### src/rtl/core/phcv_pkg.sv
`default_nettype none

package phcv_pkg;

  localparam int LEN_W  = 16;
  localparam int CRC_W  = 16;
  localparam int BYTE_W = 8;

  localparam logic [CRC_W-1:0] CRC_INIT = 16'hFFFF;
  localparam logic [CRC_W-1:0] CRC_POLY = 16'hA001;

  localparam int MAX_PAYLOAD_DEF = 256;
  localparam int MID_DEPTH       = 4;
  localparam int OUT_DEPTH       = 2;

  localparam logic [BYTE_W-1:0] START_ONE_RST = 8'hAA;
  localparam logic [BYTE_W-1:0] START_TWO_RST = 8'h55;

  typedef enum logic [0:0] {
    REG_START_ONE = 1'b0,
    REG_START_TWO = 1'b1
  } cfg_reg_t;

  typedef enum logic [1:0] {
    ST_OK         = 2'd0,
    ST_BAD_HEADER = 2'd1,
    ST_BAD_LENGTH = 2'd2,
    ST_BAD_CRC    = 2'd3
  } status_t;

  // one classified item between front and back
  typedef struct packed {
    logic              is_payload;
    logic              hdr_good;
    logic              len_zero;
    logic              len_long;
    logic [LEN_W-1:0]  len;
    logic [CRC_W-1:0]  exp_crc;
    logic [BYTE_W-1:0] ctrl;
    logic [BYTE_W-1:0] data;
    logic [CRC_W-1:0]  crc;
  } front_item_t;

  typedef struct packed {
    status_t          status;
    logic [CRC_W-1:0] crc;
  } result_t;

  localparam int ITEM_W   = $bits(front_item_t);
  localparam int RESULT_W = $bits(result_t);

  // CRC-16/MODBUS over one byte, LSB first
  function automatic logic [CRC_W-1:0] crc_byte(input logic [CRC_W-1:0] crc_in,
                                                input logic [BYTE_W-1:0] b);
    logic [CRC_W-1:0] c;
    c = crc_in ^ {{(CRC_W-BYTE_W){1'b0}}, b};
    for (int k = 0; k < BYTE_W; k++) begin
      c = c[0] ? ((c >> 1) ^ CRC_POLY) : (c >> 1);
    end
    return c;
  endfunction

endpackage

`default_nettype wire

### src/rtl/core/phcv_fifo.sv
`default_nettype none

module phcv_fifo #(
  parameter int WIDTH = 8,
  parameter int DEPTH = 2
) (
  input  wire logic             clk,
  input  wire logic             rst,
  input  wire logic             push,
  input  wire logic [WIDTH-1:0] din,
  output logic                  full,
  input  wire logic             pop,
  output logic [WIDTH-1:0]      dout,
  output logic                  empty
);

  localparam int AW = (DEPTH > 1) ? $clog2(DEPTH) : 1;
  localparam int CW = $clog2(DEPTH + 1);

  logic [WIDTH-1:0] mem [DEPTH];
  logic [AW-1:0]    wr_ptr;
  logic [AW-1:0]    rd_ptr;
  logic [CW-1:0]    count;
  logic             do_push;
  logic             do_pop;

  assign full    = (count == CW'(DEPTH));
  assign empty   = (count == '0);
  assign do_push = push && !full;
  assign do_pop  = pop && !empty;
  assign dout    = mem[rd_ptr];

  always_ff @(posedge clk) begin
    if (rst) begin
      wr_ptr <= '0;
      rd_ptr <= '0;
      count  <= '0;
    end else begin
      if (do_push) begin
        wr_ptr <= (wr_ptr == AW'(DEPTH - 1)) ? '0 : wr_ptr + AW'(1);
      end
      if (do_pop) begin
        rd_ptr <= (rd_ptr == AW'(DEPTH - 1)) ? '0 : rd_ptr + AW'(1);
      end
      if (do_push && !do_pop) begin
        count <= count + CW'(1);
      end else if (do_pop && !do_push) begin
        count <= count - CW'(1);
      end
    end
  end

  always_ff @(posedge clk) begin
    if (do_push) begin
      mem[wr_ptr] <= din;
    end
  end

endmodule

`default_nettype wire

### src/rtl/core/phcv_front.sv
`default_nettype none

module phcv_front #(
  parameter int MAX_PAYLOAD = 256
) (
  input  wire logic                        clk,
  input  wire logic                        rst,
  input  wire logic                        push,
  output logic                             full,
  input  wire logic                        req_type,
  input  wire logic [phcv_pkg::BYTE_W-1:0] first_start,
  input  wire logic [phcv_pkg::BYTE_W-1:0] second_start,
  input  wire logic [phcv_pkg::BYTE_W-1:0] command_byte,
  input  wire logic [phcv_pkg::BYTE_W-1:0] control_byte,
  input  wire logic [phcv_pkg::LEN_W-1:0]  payload_length,
  input  wire logic [phcv_pkg::CRC_W-1:0]  hdr_crc,
  input  wire logic [phcv_pkg::BYTE_W-1:0] data_byte,
  input  wire logic [phcv_pkg::BYTE_W-1:0] start_one,
  input  wire logic [phcv_pkg::BYTE_W-1:0] start_two,
  output logic                             q_push,
  output phcv_pkg::front_item_t            q_item,
  input  wire logic                        q_full
);

  import phcv_pkg::*;

  localparam int                NSTG    = 4;
  localparam logic [LEN_W:0]    MAX_LEN = (LEN_W + 1)'(MAX_PAYLOAD);

  front_item_t stg [NSTG];
  logic [NSTG-1:0] vld;
  front_item_t entry;
  front_item_t s1_next;
  front_item_t s2_next;
  front_item_t s3_next;
  logic advance;

  // whole pipe stalls only when the last stage cannot drain
  assign advance = !vld[NSTG-1] || !q_full;
  assign full    = !advance;
  assign q_push  = vld[NSTG-1] && !q_full;
  assign q_item  = stg[NSTG-1];

  always_comb begin
    entry.is_payload = req_type;
    entry.hdr_good   = (first_start == start_one) && (second_start == start_two);
    entry.len_zero   = (payload_length == '0);
    entry.len_long   = ({1'b0, payload_length} > MAX_LEN);
    entry.len        = payload_length;
    entry.exp_crc    = hdr_crc;
    entry.ctrl       = control_byte;
    entry.data       = data_byte;
    entry.crc        = crc_byte(CRC_INIT, command_byte);
  end

  // header CRC: one covered byte per stage
  always_comb begin
    s1_next = stg[0];
    s2_next = stg[1];
    s3_next = stg[2];
    s1_next.crc = crc_byte(stg[0].crc, stg[0].ctrl);
    s2_next.crc = crc_byte(stg[1].crc, stg[1].len[BYTE_W-1:0]);
    s3_next.crc = crc_byte(stg[2].crc, stg[2].len[LEN_W-1:BYTE_W]);
  end

  always_ff @(posedge clk) begin
    if (rst) begin
      vld <= '0;
    end else if (advance) begin
      vld <= {vld[NSTG-2:0], push};
    end
  end

  always_ff @(posedge clk) begin
    if (advance) begin
      stg[0] <= entry;
      stg[1] <= s1_next;
      stg[2] <= s2_next;
      stg[3] <= s3_next;
    end
  end

endmodule

`default_nettype wire

### src/rtl/core/phcv_back.sv
`default_nettype none

module phcv_back (
  input  wire logic                  clk,
  input  wire logic                  rst,
  input  wire logic                  item_valid,
  input  wire phcv_pkg::front_item_t item,
  output logic                       take,
  input  wire logic                  res_full,
  output logic                       res_push,
  output phcv_pkg::result_t          res
);

  import phcv_pkg::*;

  logic [CRC_W-1:0] crc_acc;
  logic [CRC_W-1:0] crc_acc_next;
  logic [LEN_W-1:0] remaining;
  logic [LEN_W-1:0] remaining_next;
  logic             pkt_open;
  logic             pkt_open_next;
  logic             hdr_good;
  logic             hdr_good_next;
  logic [CRC_W-1:0] held_crc;
  logic [CRC_W-1:0] held_crc_next;
  logic [CRC_W-1:0] crc_step;

  assign take     = item_valid && !res_full;
  assign crc_step = crc_byte(crc_acc, item.data);

  always_comb begin
    crc_acc_next   = crc_acc;
    remaining_next = remaining;
    pkt_open_next  = pkt_open;
    hdr_good_next  = hdr_good;
    held_crc_next  = held_crc;
    res_push       = 1'b0;
    res.status     = ST_OK;
    res.crc        = crc_acc;
    if (take) begin
      if (!item.is_payload) begin
        crc_acc_next  = item.crc;
        hdr_good_next = item.hdr_good;
        held_crc_next = item.exp_crc;
        res.crc       = item.crc;
        if (item.len_long || item.len_zero) begin
          pkt_open_next  = 1'b0;
          remaining_next = '0;
          res_push       = 1'b1;
          priority if (!item.hdr_good) begin
            res.status = ST_BAD_HEADER;
          end else if (item.len_long) begin
            res.status = ST_BAD_LENGTH;
          end else if (item.crc != item.exp_crc) begin
            res.status = ST_BAD_CRC;
          end else begin
            res.status = ST_OK;
          end
        end else begin
          pkt_open_next  = 1'b1;
          remaining_next = item.len;
        end
      end else if (pkt_open) begin
        crc_acc_next   = crc_step;
        remaining_next = remaining - LEN_W'(1);
        res.crc        = crc_step;
        // last payload beat closes the packet
        if (remaining == LEN_W'(1)) begin
          pkt_open_next = 1'b0;
          res_push      = 1'b1;
          priority if (!hdr_good) begin
            res.status = ST_BAD_HEADER;
          end else if (crc_step != held_crc) begin
            res.status = ST_BAD_CRC;
          end else begin
            res.status = ST_OK;
          end
        end
      end
    end
  end

  always_ff @(posedge clk) begin
    if (rst) begin
      crc_acc   <= CRC_INIT;
      remaining <= '0;
      pkt_open  <= 1'b0;
      hdr_good  <= 1'b0;
      held_crc  <= '0;
    end else begin
      crc_acc   <= crc_acc_next;
      remaining <= remaining_next;
      pkt_open  <= pkt_open_next;
      hdr_good  <= hdr_good_next;
      held_crc  <= held_crc_next;
    end
  end

endmodule

`default_nettype wire

### src/rtl/core/packet_header_crc_validator_core.sv
// Packet checker with CRC-16/MODBUS: takes one header beat and then payload byte beats,
// and returns one status and CRC per packet. One beat is accepted every cycle while
// full is low; a header's four covered bytes go through a four-stage CRC pipeline in
// the front, one byte per stage, and the back folds in one payload byte per cycle
// while the output queue has room. Beats pass through the front stages, then a
// four-entry queue between front and back; results wait in a two-entry output queue,
// so either side can stall without stopping the other at once.
`default_nettype none

module packet_header_crc_validator_core #(
  parameter int MAX_PAYLOAD = phcv_pkg::MAX_PAYLOAD_DEF
) (
  input  wire logic                        clk,
  input  wire logic                        rst,
  input  wire logic                        push,
  output logic                             full,
  input  wire logic                        req_type,
  input  wire logic [phcv_pkg::BYTE_W-1:0] first_start,
  input  wire logic [phcv_pkg::BYTE_W-1:0] second_start,
  input  wire logic [phcv_pkg::BYTE_W-1:0] command_byte,
  input  wire logic [phcv_pkg::BYTE_W-1:0] control_byte,
  input  wire logic [phcv_pkg::LEN_W-1:0]  payload_length,
  input  wire logic [phcv_pkg::CRC_W-1:0]  hdr_crc,
  input  wire logic [phcv_pkg::BYTE_W-1:0] data_byte,
  output logic                             empty,
  input  wire logic                        pop,
  output logic [1:0]                       status,
  output logic [phcv_pkg::CRC_W-1:0]       calc_crc,
  input  wire logic                        cfg_valid,
  output logic                             cfg_ready,
  input  wire logic [0:0]                  cfg_index,
  input  wire logic [phcv_pkg::BYTE_W-1:0] cfg_data
);

  import phcv_pkg::*;

  logic [BYTE_W-1:0]   start_one;
  logic [BYTE_W-1:0]   start_two;
  logic                mid_push;
  front_item_t         mid_in;
  logic                mid_full;
  logic                mid_pop;
  logic [ITEM_W-1:0]   mid_raw;
  front_item_t         mid_head;
  logic                mid_empty;
  logic                res_push;
  result_t             res;
  logic                out_full;
  logic [RESULT_W-1:0] out_raw;
  result_t             out_head;

  assign cfg_ready = 1'b1;

  always_ff @(posedge clk) begin
    if (rst) begin
      start_one <= START_ONE_RST;
      start_two <= START_TWO_RST;
    end else if (cfg_valid && cfg_ready) begin
      unique case (cfg_reg_t'(cfg_index))
        REG_START_ONE: start_one <= cfg_data;
        REG_START_TWO: start_two <= cfg_data;
        default: ;
      endcase
    end
  end

  phcv_front #(
    .MAX_PAYLOAD(MAX_PAYLOAD)
  ) u_front (
    .clk           (clk),
    .rst           (rst),
    .push          (push),
    .full          (full),
    .req_type      (req_type),
    .first_start   (first_start),
    .second_start  (second_start),
    .command_byte  (command_byte),
    .control_byte  (control_byte),
    .payload_length(payload_length),
    .hdr_crc       (hdr_crc),
    .data_byte     (data_byte),
    .start_one     (start_one),
    .start_two     (start_two),
    .q_push        (mid_push),
    .q_item        (mid_in),
    .q_full        (mid_full)
  );

  phcv_fifo #(
    .WIDTH(ITEM_W),
    .DEPTH(MID_DEPTH)
  ) u_mid_q (
    .clk  (clk),
    .rst  (rst),
    .push (mid_push),
    .din  (mid_in),
    .full (mid_full),
    .pop  (mid_pop),
    .dout (mid_raw),
    .empty(mid_empty)
  );

  assign mid_head = front_item_t'(mid_raw);

  phcv_back u_back (
    .clk       (clk),
    .rst       (rst),
    .item_valid(!mid_empty),
    .item      (mid_head),
    .take      (mid_pop),
    .res_full  (out_full),
    .res_push  (res_push),
    .res       (res)
  );

  phcv_fifo #(
    .WIDTH(RESULT_W),
    .DEPTH(OUT_DEPTH)
  ) u_out_q (
    .clk  (clk),
    .rst  (rst),
    .push (res_push),
    .din  (res),
    .full (out_full),
    .pop  (pop),
    .dout (out_raw),
    .empty(empty)
  );

  assign out_head = result_t'(out_raw);
  assign status   = out_head.status;
  assign calc_crc = out_head.crc;

`ifndef SYNTH
  a_res_has_room: assert property (@(posedge clk) disable iff (rst)
    res_push |-> !out_full)
    else $error("result produced while output queue full");

  a_res_from_item: assert property (@(posedge clk) disable iff (rst)
    res_push |-> mid_pop)
    else $error("result produced without a consumed beat");

  a_early_answer: assert property (@(posedge clk) disable iff (rst)
    (mid_pop && !mid_head.is_payload && (mid_head.len_long || mid_head.len_zero))
      |-> res_push)
    else $error("zero or oversize header gave no result");

  a_bad_len_on_header: assert property (@(posedge clk) disable iff (rst)
    (res_push && res.status == ST_BAD_LENGTH) |-> (!mid_head.is_payload && mid_head.len_long))
    else $error("bad length status not from an oversize header");
`endif

endmodule

`default_nettype wire
### config.mk
export PLATFORM = sky130hd
export DESIGN_NAME = packet_header_crc_validator_core
export DESIGN_NICKNAME = d
export VERILOG_FILES = /design/src/rtl/core/phcv_pkg.sv /design/src/rtl/core/phcv_fifo.sv /design/src/rtl/core/phcv_front.sv /design/src/rtl/core/phcv_back.sv /design/src/rtl/core/packet_header_crc_validator_core.sv
export SDC_FILE = /design/constraint.sdc
export NUM_CORES = 1
export LEC_CHECK = 0
export BUFFER_PORTS_ARGS = -buffer_cell sky130_fd_sc_hd__buf_4
export CAP_MARGIN = 40
export CORE_ASPECT_RATIO = 1.75
export CORE_MARGIN = 5
export CORE_UTILIZATION = 43
export CTS_BUF_LIST = sky130_fd_sc_hd__clkbuf_8
export DETAILED_ROUTE_END_ITERATION = 16
export GPL_TIMING_DRIVEN = 0
export PLACE_DENSITY = 0.59
export SLEW_MARGIN = 20
export SYNTH_ARGS = -nofsm -noshare
export SYNTH_HDL_FRONTEND = slang
export SYNTH_SLANG_ARGS = --single-unit
### constraint.sdc
create_clock -name clk -period 12 [get_ports clk]
set_input_delay 1.8 -clock clk [delete_from_list [all_inputs] [get_ports clk]]
set_output_delay 1.8 -clock clk [all_outputs]
set_load 0.1 [all_outputs]
# Word-level counts from Yosys, hierarchy flattened
# Memories as Yosys holds them, arrays and structs flattened. A register that Yosys moved wholly into a read port is not among the register bits.
# Cells that the tools add are included.
# totals
register_bits	81
ramBits	580
in_bits	87
out_inout_bits	21
memories	3
# op_classes
addsub	9
n_lt_le_gt_ge	1
n_eq_ne	10
muxes	82
n_bitwise	47
reduce_logical	32
# mem_list
name	words	word_bits	read_ports	rd_clocked_by_memory_dff	wr	line_no	text
u_front.stg	4	68	4	0	4	phcv_front.sv:30	front_item_t stg [NSTG];
u_mid_q.mem	4	68	1	1	1	phcv_fifo.sv:20	logic [WIDTH-1:0] mem [DEPTH];
u_out_q.mem	2	18	1	1	1	phcv_fifo.sv:20	
# ops
operator	n
16-bit 2-to-1 mux	45
2-bit NOT with 3-bit output	40
16-bit by 8-bit XOR with 16-bit output	4
18-bit 2-to-1 mux	3
16-bit inequality test	2
2-bit 2-to-1 mux	13
1-bit 2-to-1 mux	19
16-bit by 1-bit == test with 1-bit output, second input constant	1
8-bit == test	2
16-bit by 9-bit greater-than comparator with 1-bit output, second input constant	1
16-bit logical NOT	1
8-bit NOT with 16-bit output	1
16-bit by 1-bit subtractor with 16-bit output, second input constant	1
1-bit logical AND	11
1-bit logical NOT	10
2-bit AND reduction	4
2-bit by 1-bit adder with 2-bit output, second input constant	3
2-bit == test, second input constant	3
3-bit 2-to-1 mux	2
2-bit nonzero test	2
3-bit by 1-bit adder with 3-bit output, second input constant	1
3-bit == test, second input constant	1
3-bit logical NOT	1
3-bit by 1-bit subtractor with 3-bit output, second input constant	1
other kinds (6)	9

# Depth between registers and ports, before layout
# depth
ltp_word	24
depth_mapped	10

# Cells and area by module
# From an unflattened synthesis, not the netlist that was laid out.
# hier_totals
hier_cells	1330
hier_area_um2	24766.3
# by_module_without_submodules
module	n_inst	cells_each	area_per_inst_um2	seq_area_each_um2
phcv_fifo (u_mid_q)	1	406	10306.1	8348.0
phcv_front	1	389	9095.0	8097.8
phcv_back	1	384	3150.5	1001.0
phcv_fifo (u_out_q)	1	81	1514.0	1181.1
packet_header_crc_validator_core	1	70	700.7	320.3

# Worst setup path before layout
# OpenSTA, ideal clock, no wires.
# synth_timing
kind	reg-to-reg
start	register u_mid_q.count[0]
end	memory u_front.stg[0][0] (netlist name) (enable)
setup_time_ns	0.591
arrival_time_ns	6.064
path_slack_ns	5.345
path_stages_with_launch	5
n_path_buf	1
synth_period_minus_slack_ns	6.655
cell_sequence	dfxtp_1 -> nor2_1 -> and3_1 -> clkbuf_1 -> inv_1
# synth_lines
element	line_no	text
start: declaration	phcv_fifo.sv:23	logic [CW-1:0] count;
start signal: assignment	phcv_fifo.sv:46	count <= count + CW'(1);
start signal: assignment	phcv_fifo.sv:48	count <= count - CW'(1);
end: declaration	phcv_front.sv:30	

==> results.py <==
metrics = {
    "logic_synthesis": {
        "synth-edff-count": 519,
        "synth-compound-area-share_pct": 3.413,
        "synth_top_family_by_area": "multiplexers",
        "avgSynthCellArea_um2": 17.98,
        "ys_async_sr_fraction_pct": 0,
        "ys_top_cells_by_area": "edfxtp_1 (69%), dfxtp_1 (7.4%), mux4_2 (5.9%)",
        "synth_largest_area_cell": "edfxtp_1",
        "ys.flop_type": "edfxtp_1",
        "synthDistinctLibCells": 57,
        "syn_nets": 1355,
        "synth_warnings": 0,
        "ys_seq_area_share_pct": 76.33,
        "synth_area_mm2": 0.02262,
        "synthMuxAreaShare_pct": 7.395,
        "synth_fa_ha_area_share_pct": 0.5863,
        "synthSimpleGateAreaFrac_pct": 4.646,
        "synthXorXnorAreaFrac_pct": 6.566,
        "ys_ff_latch": 603,
        "synth.top_cell.area_share_pct": 68.90,
        "synthCells": 1258,
    },
    "worst_setup_path": {
        "critPathCaptureType": "output port",
        "required_ns": 10.20,
        "cp.arrival_ns": 2.46,
        "cp-start-kind": "register",
        "crit_fanout": 10,
        "critPathKind": "register to output port",
    },
    "clock_tree": {
        "postCtsHoldBufs": 0,
        "cts.sinks": 603,
        "cts_resized": 0,
        "cts_tree": "built",
        "cts_setup_buffers": 0,
        "ctsHtreeMaxLevel": 3,
        "cts_made_buffers": 85,
        "clk_latency_ns": 0.67,
        "clockRootBuffer": "clkbuf_8",
        "clkSlewWorstSetupHoldPaths_ns": 0.06,
        "clock_path_buffers": 3,
    },
    "pwr": {
        "powerDensity_mw_per_mm2": 229.6,
        "p_int_w": 0.004045,
        "ir_worst_vdd_v": 0.0001130,
        "swShare_pct": 32.22,
        "totalPowerFinal_w": 0.005968,
        "power_frac_clock_pct": 24.2,
        "power.switching_w": 0.001923,
        "combPwrFrac_pct": 29.7,
        "p_seq_share_pct": 46.1,
        "leakage_nw": 9.065,
    },
    "placed_design": {
        "place.gp.congestion": 0.8555,
        "pre_cts_ws_ns": 8.281,
        "port_buffers": 103,
        "hpwl_um": 28390,
        "dp.cells": 2048,
        "placed_area_mm2": 0.02446,
    },
    "global_route": {
        "grt-ovfl-total": 0,
        "grt_pass1_wl_um": 65250,
        "grt_max_degree": 110,
        "grt_use_met1_pct": 16.40,
        "use_met2_pct": 27.43,
        "grtUsageMet3_pct": 2.686,
        "antenna_found_initial": 1,
        "grt_usage_pct": 14.68,
        "grt_pass1_vias": 11820,
        "busiest_layer": "met2",
    },
    "final_layout": {
        "fin_nets": 1554,
        "drive_gt1_share_pct": 21.96,
        "syn2layout_area_growth_pct": 14.88,
        "final_area_mm2": 0.02599,
        "fin_cells": 2200,
    },
    "sta": {
        "worst_slew_pin_slew_ns": 0.8009,
        "drv_slew": 0,
        "worst_slack_ns": 7.740,
        "fin_crit_ns": 4.260,
        "setup_violations": 0,
        "fmax_mhz": 234.8,
        "setup_tns_ns": 0,
        "relSlewSlack_pct": 46.61,
        "finClkSkew_ns": 0.03506,
        "final_hold_viol_count": 0,
        "fin_crit_sh_pct": 35.50,
        "rsz0062_at_grt": "no",
    },
    "floorplanning": {
        "die_w_um": 183.4,
        "ios": 108,
        "start_util_pct": 43.32,
        "fp.dieH_um": 313.4,
        "die-area_mm2": 0.05747,
        "rows": 111,
        "core_mm2": 0.05222,
    },
    "route": {
        "num_vias": 10950,
        "wl_per_cell_um": 19.01,
        "drt_iter0_markers": 635,
        "viasPerCell": 4.978,
        "drt_first_pass_iters": 4,
        "drc": 0,
        "wirelength_um": 41820,
        "ant_nets": 0,
    },
    "job": {
        "maxCapViolations": 0,
    },
    "hold_path": {
        "hold_path.class": "register to register",
    },
    "status": {
        "outcome": "finished clean",
    },
}
worst max-delay path: stages (launching register included):
cell,delay [ns]
dfxtp_1,0.30
clkbuf_1,0.41
clkbuf_1,0.48
mux2_2,0.40
buf_4,0.23
state kept, by name, indices dropped and copies added, names as in the netlist, 3 cells and up, named ones only:
| name | flops |
|---|---|
| u_mid_q.mem | 240 |
| u_back.remaining | 16 |
| u_back.crc_acc | 16 |
| start_one | 8 |
| u_back.held_crc | 16 |
| u_mid_q.count | 3 |
| u_front.stg | 243 |
| u_front.vld | 4 |
| u_out_q.mem | 36 |
| start_two | 8 |
Yosys cell counts (all sizes together) (8+ instances only):
cell	number
edfxtp	519
dfxtp	84
xnor2	75
nand2	65
xor2	63
a21oi	62
mux4	59
nor2	59
clkbuf	31
nor3	21
mux2	19
o22ai	17
or2	16
o21ai	15
buf	13
mux2i	13
inv	12
nor4	12
and3	10
ha	9
xnor3	9
a211o	8
cell type report:
| cell class | count | area, µm² |
|---|---|---|
| clock buffers | 89 | 1225 |
| well taps | 678 | 848.3 |
| multi-input cells | 599 | 5130 |
| clock inverters | 62 | 302.8 |
| plain buffers | 44 | 191.4 |
| diodes | 1 | 2.502 |
| repair buffers | 112 | 968.4 |
| inverters | 12 | 52.55 |
| fillers | 4450 | 26230 |
| flip-flops and latches | 603 | 17270 |
path summary, 6_finish.rpt:
kind	from	end	slack (ns)	cells after the start
setup / recovery	register	calc_crc[12]	7.74	4
setup reg to reg	register	u_out_q.mem[0][16]$_DFFE_PP_	8.29	10
hold reg to reg	u_front.stg[1][12]$_DFFE_PN_	u_front.stg[2][4]$_DFFE_PN_	0.40	0
hold / removal	u_front.stg[1][12]$_DFFE_PN_	u_front.stg[2][4]$_DFFE_PN_	0.40	0
per-layer routing:
metal	vias to the layer above	wire (µm)
met5	-	0
met2	249	23400
met4	0	1122
met3	81	1731
met1	5399	15570
li1	5223	-
power by group through the flow:
| stage | clock network (W) | logic (W) | registers, W |
|---|---|---|---|
| 2_1_floorplan | 0 | 0.00138 | 0.00274 |
| 3_3_place_gp | 0 | 0.00176 | 0.00279 |
| 3_5_place_dp | 0 | 0.00179 | 0.00279 |
| 4_1_cts | 0.00151 | 0.00180 | 0.00275 |
| 5_1_grt | 0.00160 | 0.00192 | 0.00278 |
| 6_report | 0.00145 | 0.00177 | 0.00275 |
stage by stage:
stage,util [%],hold slack (ns)
CTS,49.76,0.4094
floorplan,-,0.4003
global placement,46.42,0.4025
finish,49.77,0.4014
detailed placement,46.83,0.4045
global route,49.77,0.4139
layout by cell type (no fill, tap or decap), drive strengths merged, types with 10 or more instances in the layout:
cell,n
a21oi,62
or2,16
clkinv,24
nand2,65
nor3,21
mux4,59
xor2,63
nor2,59
buf,125
inv,49
clkbuf,120
o21ai,15
and3,10
mux2,19
o22ai,17
dfxtp,84
nor4,12
mux2i,13
xnor2,75
edfxtp,519
cell families after synthesis:
kind of cell,count (synthesis)
DFF,603
and+or+nand+nor,221
xor gates and xnor gates,148
AOI/OAI and AO/OA,128
muxes,91
buffers and inverters,56
adders and majority gates,10
other,1
No activity file was read; power rests on OpenSTA's default activity.
